File: config.mk
export PLATFORM = sky130hd
export DESIGN_NAME = sequenced_datagram_session_tracker
export DESIGN_NICKNAME = d
export VERILOG_FILES = /design/src/hw/rtl/sdst_pkg.sv /design/src/hw/rtl/sdst_ram.sv /design/src/hw/rtl/sdst_datapath.sv /design/src/hw/rtl/sdst_ctrl.sv /design/src/hw/rtl/sequenced_datagram_session_tracker.sv
export SDC_FILE = /design/constraint.sdc
export NUM_CORES = 1
export LEC_CHECK = 0
export ABC_CLOCK_PERIOD_IN_PS = 11400
export BUFFER_PORTS_ARGS = -buffer_cell sky130_fd_sc_hd__buf_4
export CAP_MARGIN = 25
export CORE_MARGIN = 1.5
export CORE_UTILIZATION = 30
export CTS_BUF_LIST = sky130_fd_sc_hd__clkbuf_16
export CTS_CLUSTER_SIZE = 40
export DETAILED_ROUTE_END_ITERATION = 10
export GPL_TIMING_DRIVEN = 0
export PLACE_DENSITY = 0.49
export SYNTH_ARGS = -nofsm -noshare
export SYNTH_HDL_FRONTEND = slang
export SYNTH_HIERARCHICAL = 1
export SYNTH_SLANG_ARGS = --single-unit
File: constraint.sdc
create_clock -name clk_i -period 11.4 [get_ports clk_i]
set_input_delay 2.28 -clock clk_i [delete_from_list [all_inputs] [get_ports clk_i]]
set_output_delay 2.28 -clock clk_i [all_outputs]
set_load 0.01 [all_outputs]
File: src/hw/rtl/sdst_pkg.sv
package sdst_pkg;

  // default session table size
  localparam int SESSION_SLOTS_DEF = 8;

  localparam int IP_W        = 32;
  localparam int PORT_W      = 16;
  localparam int PEER_W      = IP_W + PORT_W;
  localparam int SEQ_W       = 32;
  localparam int SLOT_USED_W = 3;

  typedef enum logic [1:0] {
    OC_ACCEPT = 2'd0,
    OC_DUP    = 2'd1,
    OC_AHEAD  = 2'd2,
    OC_FULL   = 2'd3
  } outcome_e;

  typedef enum logic [1:0] {
    ST_IDLE,
    ST_READ,
    ST_CMP,
    ST_COMMIT
  } state_e;

  // controller to datapath
  typedef struct packed {
    logic load;    // capture the input transfer
    logic clr;     // restart the table scan
    logic rd;      // read the entry under the scan index
    logic cmp;     // evaluate the entry read last cycle
    logic step;    // advance the scan index
    logic commit;  // update the table and load the result register
  } ctrl_cmd_t;

  // datapath to controller
  typedef struct packed {
    logic hit;       // entry under evaluation belongs to the sender
    logic scan_end;  // scan index is on the last slot
    logic out_busy;  // result register still holds an untaken result
  } dp_sts_t;

endpackage

File: src/hw/rtl/sdst_ram.sv
module sdst_ram #(
  parameter int WIDTH = 8,
  parameter int DEPTH = 8,
  localparam int AW   = (DEPTH > 1) ? $clog2(DEPTH) : 1
) (
  input  logic             clk_i,
  input  logic             we_i,
  input  logic [AW-1:0]    waddr_i,
  input  logic [WIDTH-1:0] wdata_i,
  input  logic             re_i,
  input  logic [AW-1:0]    raddr_i,
  output logic [WIDTH-1:0] rdata_o
);

  logic [WIDTH-1:0] mem_q [DEPTH];
  logic [WIDTH-1:0] rdata_q;

  always_ff @(posedge clk_i) begin
    if (we_i) begin
      mem_q[waddr_i] <= wdata_i;
    end
    if (re_i) begin
      rdata_q <= mem_q[raddr_i];
    end
  end

  assign rdata_o = rdata_q;

endmodule

File: src/hw/rtl/sdst_datapath.sv
module sdst_datapath #(
  parameter int SESSION_SLOTS = sdst_pkg::SESSION_SLOTS_DEF
) (
  input  logic                                  clk_i,
  input  logic                                  rst_ni,
  input  sdst_pkg::ctrl_cmd_t                   cmd_i,
  output sdst_pkg::dp_sts_t                     sts_o,
  input  logic [sdst_pkg::IP_W-1:0]             src_ip_i,
  input  logic [sdst_pkg::PORT_W-1:0]           src_port_i,
  input  logic signed [sdst_pkg::SEQ_W-1:0]     seq_id_i,
  input  logic                                  final_flag_i,
  output logic                                  out_valid_o,
  input  logic                                  out_ready_i,
  output sdst_pkg::outcome_e                    outcome_o,
  output logic                                  send_ack_o,
  output logic signed [sdst_pkg::SEQ_W-1:0]     ack_id_o,
  output logic [sdst_pkg::SLOT_USED_W-1:0]      slot_used_o
);

  import sdst_pkg::*;

  localparam int SLOT_W  = (SESSION_SLOTS > 1) ? $clog2(SESSION_SLOTS) : 1;
  localparam int ENTRY_W = PEER_W + SEQ_W;

  // captured header
  logic [PEER_W-1:0]       peer_q;
  logic signed [SEQ_W-1:0] seq_q;
  logic                    fin_q;

  // scan state
  logic [SLOT_W-1:0] idx_q, idx_d;
  logic [SLOT_W-1:0] slot_q, slot_d;
  logic              hit_q, hit_d;
  logic              free_q, free_d;
  logic [SEQ_W-1:0]  last_q, last_d;

  logic [SESSION_SLOTS-1:0] active_q, active_d;

  // result register
  logic                    out_valid_q, out_valid_d;
  outcome_e                outcome_q, outcome_d;
  logic                    send_ack_q, send_ack_d;
  logic signed [SEQ_W-1:0] ack_id_q, ack_id_d;
  logic [SLOT_W-1:0]       slot_used_q, slot_used_d;

  logic [ENTRY_W-1:0] rdata;
  logic [ENTRY_W-1:0] wdata;
  logic               we;
  logic               match;

  // decision signals
  logic [SEQ_W-1:0] last_v;
  logic [SEQ_W:0]   last_ext, next_ext, seq_ext;
  logic             is_next, is_dup, full;
  logic [SEQ_W-1:0] new_last;

  sdst_ram #(
    .WIDTH (ENTRY_W),
    .DEPTH (SESSION_SLOTS)
  ) u_table (
    .clk_i   (clk_i),
    .we_i    (we),
    .waddr_i (slot_q),
    .wdata_i (wdata),
    .re_i    (cmd_i.rd),
    .raddr_i (idx_q),
    .rdata_o (rdata)
  );

  assign match = active_q[idx_q] && (rdata[ENTRY_W-1:SEQ_W] == peer_q);

  assign sts_o.hit      = match;
  assign sts_o.scan_end = (idx_q == SLOT_W'(SESSION_SLOTS - 1));
  assign sts_o.out_busy = out_valid_q && !out_ready_i;

  // a slot that is not active is treated as holding a stored id of zero
  assign last_v   = hit_q ? last_q : '0;
  assign last_ext = {last_v[SEQ_W-1], last_v};
  assign next_ext = last_ext + (SEQ_W+1)'(1);
  assign seq_ext  = {seq_q[SEQ_W-1], seq_q};
  assign is_next  = (seq_ext == next_ext);
  assign is_dup   = (seq_q <= $signed(last_v));
  assign full     = !hit_q && !free_q;
  assign new_last = is_next ? (fin_q ? '0 : seq_q) : last_v;

  assign we    = cmd_i.commit && !full;
  assign wdata = {peer_q, new_last};

  always_comb begin
    idx_d       = idx_q;
    slot_d      = slot_q;
    hit_d       = hit_q;
    free_d      = free_q;
    last_d      = last_q;
    active_d    = active_q;
    out_valid_d = out_valid_q;
    outcome_d   = outcome_q;
    send_ack_d  = send_ack_q;
    ack_id_d    = ack_id_q;
    slot_used_d = slot_used_q;

    if (out_valid_q && out_ready_i) begin
      out_valid_d = 1'b0;
    end

    if (cmd_i.clr) begin
      idx_d  = '0;
      hit_d  = 1'b0;
      free_d = 1'b0;
    end

    if (cmd_i.cmp) begin
      if (match) begin
        hit_d  = 1'b1;
        slot_d = idx_q;
        last_d = rdata[SEQ_W-1:0];
      end else if (!active_q[idx_q] && !free_q) begin
        free_d = 1'b1;
        slot_d = idx_q;
      end
    end

    if (cmd_i.step) begin
      idx_d = idx_q + SLOT_W'(1);
    end

    if (cmd_i.commit) begin
      out_valid_d = 1'b1;
      if (full) begin
        outcome_d   = OC_FULL;
        send_ack_d  = 1'b0;
        ack_id_d    = '0;
        slot_used_d = '0;
      end else begin
        slot_used_d      = slot_q;
        active_d[slot_q] = !(is_next && fin_q);
        if (is_next) begin
          outcome_d  = OC_ACCEPT;
          send_ack_d = 1'b1;
          ack_id_d   = seq_q;
        end else if (is_dup) begin
          outcome_d  = OC_DUP;
          send_ack_d = 1'b1;
          ack_id_d   = seq_q;
        end else begin
          outcome_d  = OC_AHEAD;
          send_ack_d = 1'b0;
          ack_id_d   = '0;
        end
      end
    end
  end

  always_ff @(posedge clk_i or negedge rst_ni) begin
    if (!rst_ni) begin
      active_q    <= '0;
      out_valid_q <= 1'b0;
      idx_q       <= '0;
      hit_q       <= 1'b0;
      free_q      <= 1'b0;
    end else begin
      active_q    <= active_d;
      out_valid_q <= out_valid_d;
      idx_q       <= idx_d;
      hit_q       <= hit_d;
      free_q      <= free_d;
    end
  end

  always_ff @(posedge clk_i) begin
    if (cmd_i.load) begin
      peer_q <= {src_ip_i, src_port_i};
      seq_q  <= seq_id_i;
      fin_q  <= final_flag_i;
    end
    slot_q      <= slot_d;
    last_q      <= last_d;
    outcome_q   <= outcome_d;
    send_ack_q  <= send_ack_d;
    ack_id_q    <= ack_id_d;
    slot_used_q <= slot_used_d;
  end

  assign out_valid_o = out_valid_q;
  assign outcome_o   = outcome_q;
  assign send_ack_o  = send_ack_q;
  assign ack_id_o    = ack_id_q;
  assign slot_used_o = SLOT_USED_W'(slot_used_q);

endmodule

File: src/hw/rtl/sdst_ctrl.sv
module sdst_ctrl (
  input  logic                clk_i,
  input  logic                rst_ni,
  input  logic                in_valid_i,
  output logic                in_ready_o,
  input  sdst_pkg::dp_sts_t   sts_i,
  output sdst_pkg::ctrl_cmd_t cmd_o
);

  import sdst_pkg::*;

  state_e state_q, state_d;

  always_ff @(posedge clk_i or negedge rst_ni) begin
    if (!rst_ni) begin
      state_q <= ST_IDLE;
    end else begin
      state_q <= state_d;
    end
  end

  always_comb begin
    state_d    = state_q;
    cmd_o      = '0;
    in_ready_o = 1'b0;

    unique case (state_q)
      ST_IDLE: begin
        in_ready_o = 1'b1;
        if (in_valid_i) begin
          cmd_o.load = 1'b1;
          cmd_o.clr  = 1'b1;
          state_d    = ST_READ;
        end
      end
      ST_READ: begin
        cmd_o.rd = 1'b1;
        state_d  = ST_CMP;
      end
      ST_CMP: begin
        cmd_o.cmp = 1'b1;
        if (sts_i.hit || sts_i.scan_end) begin
          state_d = ST_COMMIT;
        end else begin
          cmd_o.step = 1'b1;
          state_d    = ST_READ;
        end
      end
      ST_COMMIT: begin
        // hold until the result register is free
        if (!sts_i.out_busy) begin
          cmd_o.commit = 1'b1;
          state_d      = ST_IDLE;
        end
      end
      default: begin
        state_d = ST_IDLE;
      end
    endcase
  end

endmodule

File: src/hw/rtl/sequenced_datagram_session_tracker.sv
// session tracker for a stop-and-wait datagram receiver
// input channel (in_valid_i / in_ready_o): one received header per transfer,
//   sender address and port, signed sequence id and the final flag
// output channel (out_valid_o / out_ready_i): one result per header, giving
//   the outcome code, whether an ack goes out, the acked id and the slot
// a header is looked up by walking the session table one slot at a time
//   (registered table read, then compare), stopping at the sender's slot;
//   otherwise the lowest free slot is claimed, or table full is reported
// one header is handled at a time; in_ready_o rises again once the result
//   has been loaded into the output register
// a stalled receiver holds the result in the output register, and the next
//   header's scan runs meanwhile but waits before its commit step
// reset marks every session slot inactive (an inactive slot is treated as
//   holding a stored id of zero) and empties the output register; no
//   clearing pass over the table is needed
module sequenced_datagram_session_tracker #(
  parameter int SESSION_SLOTS = sdst_pkg::SESSION_SLOTS_DEF
) (
  input  logic                                  clk_i,
  input  logic                                  rst_ni,
  // header input
  input  logic                                  in_valid_i,
  output logic                                  in_ready_o,
  input  logic [sdst_pkg::IP_W-1:0]             src_ip_i,
  input  logic [sdst_pkg::PORT_W-1:0]           src_port_i,
  input  logic signed [sdst_pkg::SEQ_W-1:0]     seq_id_i,
  input  logic                                  final_flag_i,
  // result output
  output logic                                  out_valid_o,
  input  logic                                  out_ready_i,
  output logic [1:0]                            outcome_o,
  output logic                                  send_ack_o,
  output logic signed [sdst_pkg::SEQ_W-1:0]     ack_id_o,
  output logic [sdst_pkg::SLOT_USED_W-1:0]      slot_used_o
);

  import sdst_pkg::*;

  ctrl_cmd_t cmd;
  dp_sts_t   sts;
  outcome_e  outcome;

  // sequencing of the lookup, claim and commit steps
  sdst_ctrl u_ctrl (
    .clk_i      (clk_i),
    .rst_ni     (rst_ni),
    .in_valid_i (in_valid_i),
    .in_ready_o (in_ready_o),
    .sts_i      (sts),
    .cmd_o      (cmd)
  );

  // session table, sequence checks and result register
  sdst_datapath #(
    .SESSION_SLOTS (SESSION_SLOTS)
  ) u_datapath (
    .clk_i        (clk_i),
    .rst_ni       (rst_ni),
    .cmd_i        (cmd),
    .sts_o        (sts),
    .src_ip_i     (src_ip_i),
    .src_port_i   (src_port_i),
    .seq_id_i     (seq_id_i),
    .final_flag_i (final_flag_i),
    .out_valid_o  (out_valid_o),
    .out_ready_i  (out_ready_i),
    .outcome_o    (outcome),
    .send_ack_o   (send_ack_o),
    .ack_id_o     (ack_id_o),
    .slot_used_o  (slot_used_o)
  );

  assign outcome_o = 2'(outcome);

endmodule
==> flow_metrics.py <==
metrics = {
    "status": {
        "outcome": "finished clean",
    },
    "sta": {
        "rsz0062_at_grt": "false",
        "setup_viol": 0,
        "skew_ns": 0.0349,
        "hold_viol": 0,
        "max_freq_mhz": 155,
        "slew-limit-headroom_pct": 30.1,
        "period_share_pct": 56.6,
        "final-max-slew-violation-count": 0,
        "hold_ws_ns": 0.418,
        "fin_setup_tns_ns": 0,
        "setup_ws_ns": 4.95,
        "fin_crit_ns": 6.45,
        "worstMarginPinSlew_ns": 1.02,
    },
    "detailed_routing": {
        "first_pass_iters": 5,
        "vias": 17300,
        "drt_iter0_drc": 1259,
        "viasPerCell": 4.74,
        "wl_per_cell_um": 23.0,
        "drc_errors": 0,
        "routed_wl_um": 83900,
        "antenna_left": 0,
    },
    "global_route": {
        "grt_pass1_vias": 18500,
        "grt_pass1_wl_um": 124000,
        "antenna_found_initial": 0,
        "overflow": 0,
        "track_usage_pct": 13.9,
        "grt_max_degree": 49,
    },
    "clock_network": {
        "cts_resized": 0,
        "clockBufferDepth": 3,
        "htreeDepth": 3,
        "clkSinkCount": 890,
        "cts_tree": "yes",
        "postCtsSetupBuffers": 0,
        "hold_buffers": 0,
        "clkSlewWorstSetupHoldPaths_ns": 0.06,
        "root_buffer": "clkbuf_16",
        "clock_latency_ns": 0.67,
        "cts_buffers": 93,
    },
    "placed_design": {
        "portBuffers": 124,
        "gp_congestion": 0.847,
        "dpl_worst_slack_ns": 5.02,
        "hpwl_um": 55600,
    },
    "synthesis": {
        "synth_area_leaders": "edfxtp_1 (74%), mux4_2 (10%), mux2_2 (2.6%), xor2_1 (1.6%), ha_1 (1.2%)",
        "synth-async-reset-ratio_pct": 1.80,
        "netlist_area_sq_um": 35600,
        "yosysUniqueCellTypes": 62,
        "yosys-top-cells-count": "edfxtp_1 (874), mux4_2 (162), nand2_1 (85)",
        "yosys.area.top_type": "edfxtp_1",
        "syn-num-nets": 1882,
        "yosysSeqAreaShare_pct": 74.8,
        "post-synth-top-count-cell": "edfxtp_1",
        "ys.flop_type": "edfxtp_1",
        "synth_edf_count": 874,
        "synth_area_per_cell_sq_um": 20.2,
        "synth_cells": 1762,
        "yosysTopAreaCellShare_pct": 73.7,
        "yosysWarnings": 6,
        "ys_ff_latch": 890,
    },
    "critical_path": {
        "critical_path_class": "register to register",
        "cpMostUsedCell": "buf_6",
        "critPathArrivalTime_ns": 6.76,
        "critPathCaptureType": "register",
        "worstPathCellList": "buf_6, buf_6, buf_2, clkbuf_1, nand2_1, inv_1, ha_1, nand3_1, nor4_1, and2_1, clkbuf_1, xnor2_1, o2111ai_1, or4_4, nor3_4, buf_6, mux2i_1",
        "cp-start-kind": "register",
        "cp.required_ns": 11.71,
        "cpPeakStageDelay_ns": 0.85,
        "cp_max_fo": 10,
        "cp_slowest_cell": "mux2i_1",
        "ff2ff_setup_slack_ns": 4.95,
    },
    "floorplanning": {
        "die_h_um": 348,
        "io_pins": 125,
        "start_util_pct": 30.2,
        "placementRows": 126,
        "fp.dieArea_sq_um": 121000,
        "dieWidth_um": 348,
        "coreArea_sq_um": 118000,
    },
    "pwr": {
        "p_per_area_nw_per_um2": 213,
        "total_leakage_power_nw": 13.8,
        "vdd_drop_max_mv": 0.119,
        "total_power_mw": 9.09,
    },
    "worst_hold_path": {
        "hold_path.class": "register to register",
    },
    "layout": {
        "seqCellArea_sq_um": 26600,
        "final_util_pct": 36.2,
        "drive_gt1_share_pct": 31.3,
        "multi_input_area_sq_um": 8550,
        "nets": 2154,
        "fillers": 10900,
        "syn2layout_area_growth_pct": 19.7,
    },
    "job": {
        "drv_cap": 0,
    },
}
-- cell families after synthesis --
group                    after synthesis  synth area share (%)
flip-flops                           890                  74.8
AND/OR/NAND/NOR                      320                  5.19
multiplexers                         281                  13.9
XOR/XNOR                              96                  2.36
buffers and inverters                 78                  1.43
AO/OA/AOI/OAI                         62                  1.14
adder cells (fa/ha/maj)               35                  1.23
-- cells in the final DEF, fill, tap and decap left out, drive strengths merged, types with 26 or more instances in the layout --
master,instances
buf,221
clkbuf,121
clkinv,44
edfxtp,874
ha,35
mux2,82
mux2i,37
mux4,162
nand2,90
nand2b,43
nor2,73
nor4,26
xnor2,30
xor2,66
-- cell type report --
cell class / count / area share (%)
Antenna cell: 1 / 0.00587
Buffer: 69 / 1.11
Clock buffer: 96 / 5.63
Clock inverter: 75 / 1.85
Inverter: 9 / 0.0792
Multi-Input combinational cell: 794 / 20.0
Sequential cell: 890 / 62.5
Tap cell: 1536 / 4.51
Timing Repair Buffer: 177 / 4.29
-- registers in the layout, indices dropped and copies added, names as in the netlist, 2 cells and up --
| name | cells |
|---|---|
| u_ctrl/state_q | 2 |
| u_datapath/ack_id_o | 32 |
| u_datapath/active_q | 8 |
| u_datapath/idx_q | 3 |
| u_datapath/last_q | 32 |
| u_datapath/outcome_o | 2 |
| u_datapath/peer_q | 48 |
| u_datapath/seq_q | 32 |
| u_datapath/slot_q | 3 |
| u_datapath/slot_used_o | 3 |
| u_datapath/u_table/mem_q | 640 |
| u_datapath/u_table/rdata_o | 80 |
-- power breakdown --
group          internal (mW)  leakage, nW  switching (mW)
clock network           1.87         1.63            1.26
registers               3.96         8.25           0.170
logic                  0.869         3.89           0.954
total                   6.70         13.8            2.39
-- worst paths after layout --
kind | start | endpoint | depth (start not counted)
max | u_datapath/hit_q | u_datapath/u_table/mem_q[1][29] | 17
max reg2reg | u_datapath/hit_q | u_datapath/u_table/mem_q[1][29] | 17
max in group asynchronous | rst_ni | u_datapath/hit_q | 1
min in group asynchronous | rst_ni | u_datapath/active_q[1] | 1
min reg2reg | u_datapath/u_table/rdata_o[11] | u_datapath/last_q[11] | 0
min | u_datapath/u_table/rdata_o[11] | u_datapath/last_q[11] | 0
-- metrics by stage --
stage | instances | instance area (sq um)
floorplan | 1762 | 35600
global placement | 3422 | 38500
detailed placement | 3475 | 39500
CTS | 3646 | 42600
global route | 3646 | 42600
finish | 3647 | 42600
-- per-layer routing --
| layer | share of wire (%) | vias up | GRT usage, % |
|---|---|---|---|
| met5 | 0 | - | 0 |
| met3 | 3.7 | 104 | 1.97 |
| met1 | 45 | 9128 | 18.8 |
| met4 | 1.9 | 0 | 3.48 |
| met2 | 49 | 386 | 23.5 |
| li1 | - | 7656 | - |
-- worst max-delay path: cells and delay by family (launching register included) --
kind,cells,cell delay [ns]
fa+ha+maj,1,0.23
flops,1,0.50
xor+xnor,1,0.21
buf+inv,7,1.79
simple gates,6,2.35
mux,1,0.85
compound gates,1,0.17
No activity file was read; power rests on OpenSTA's default activity.
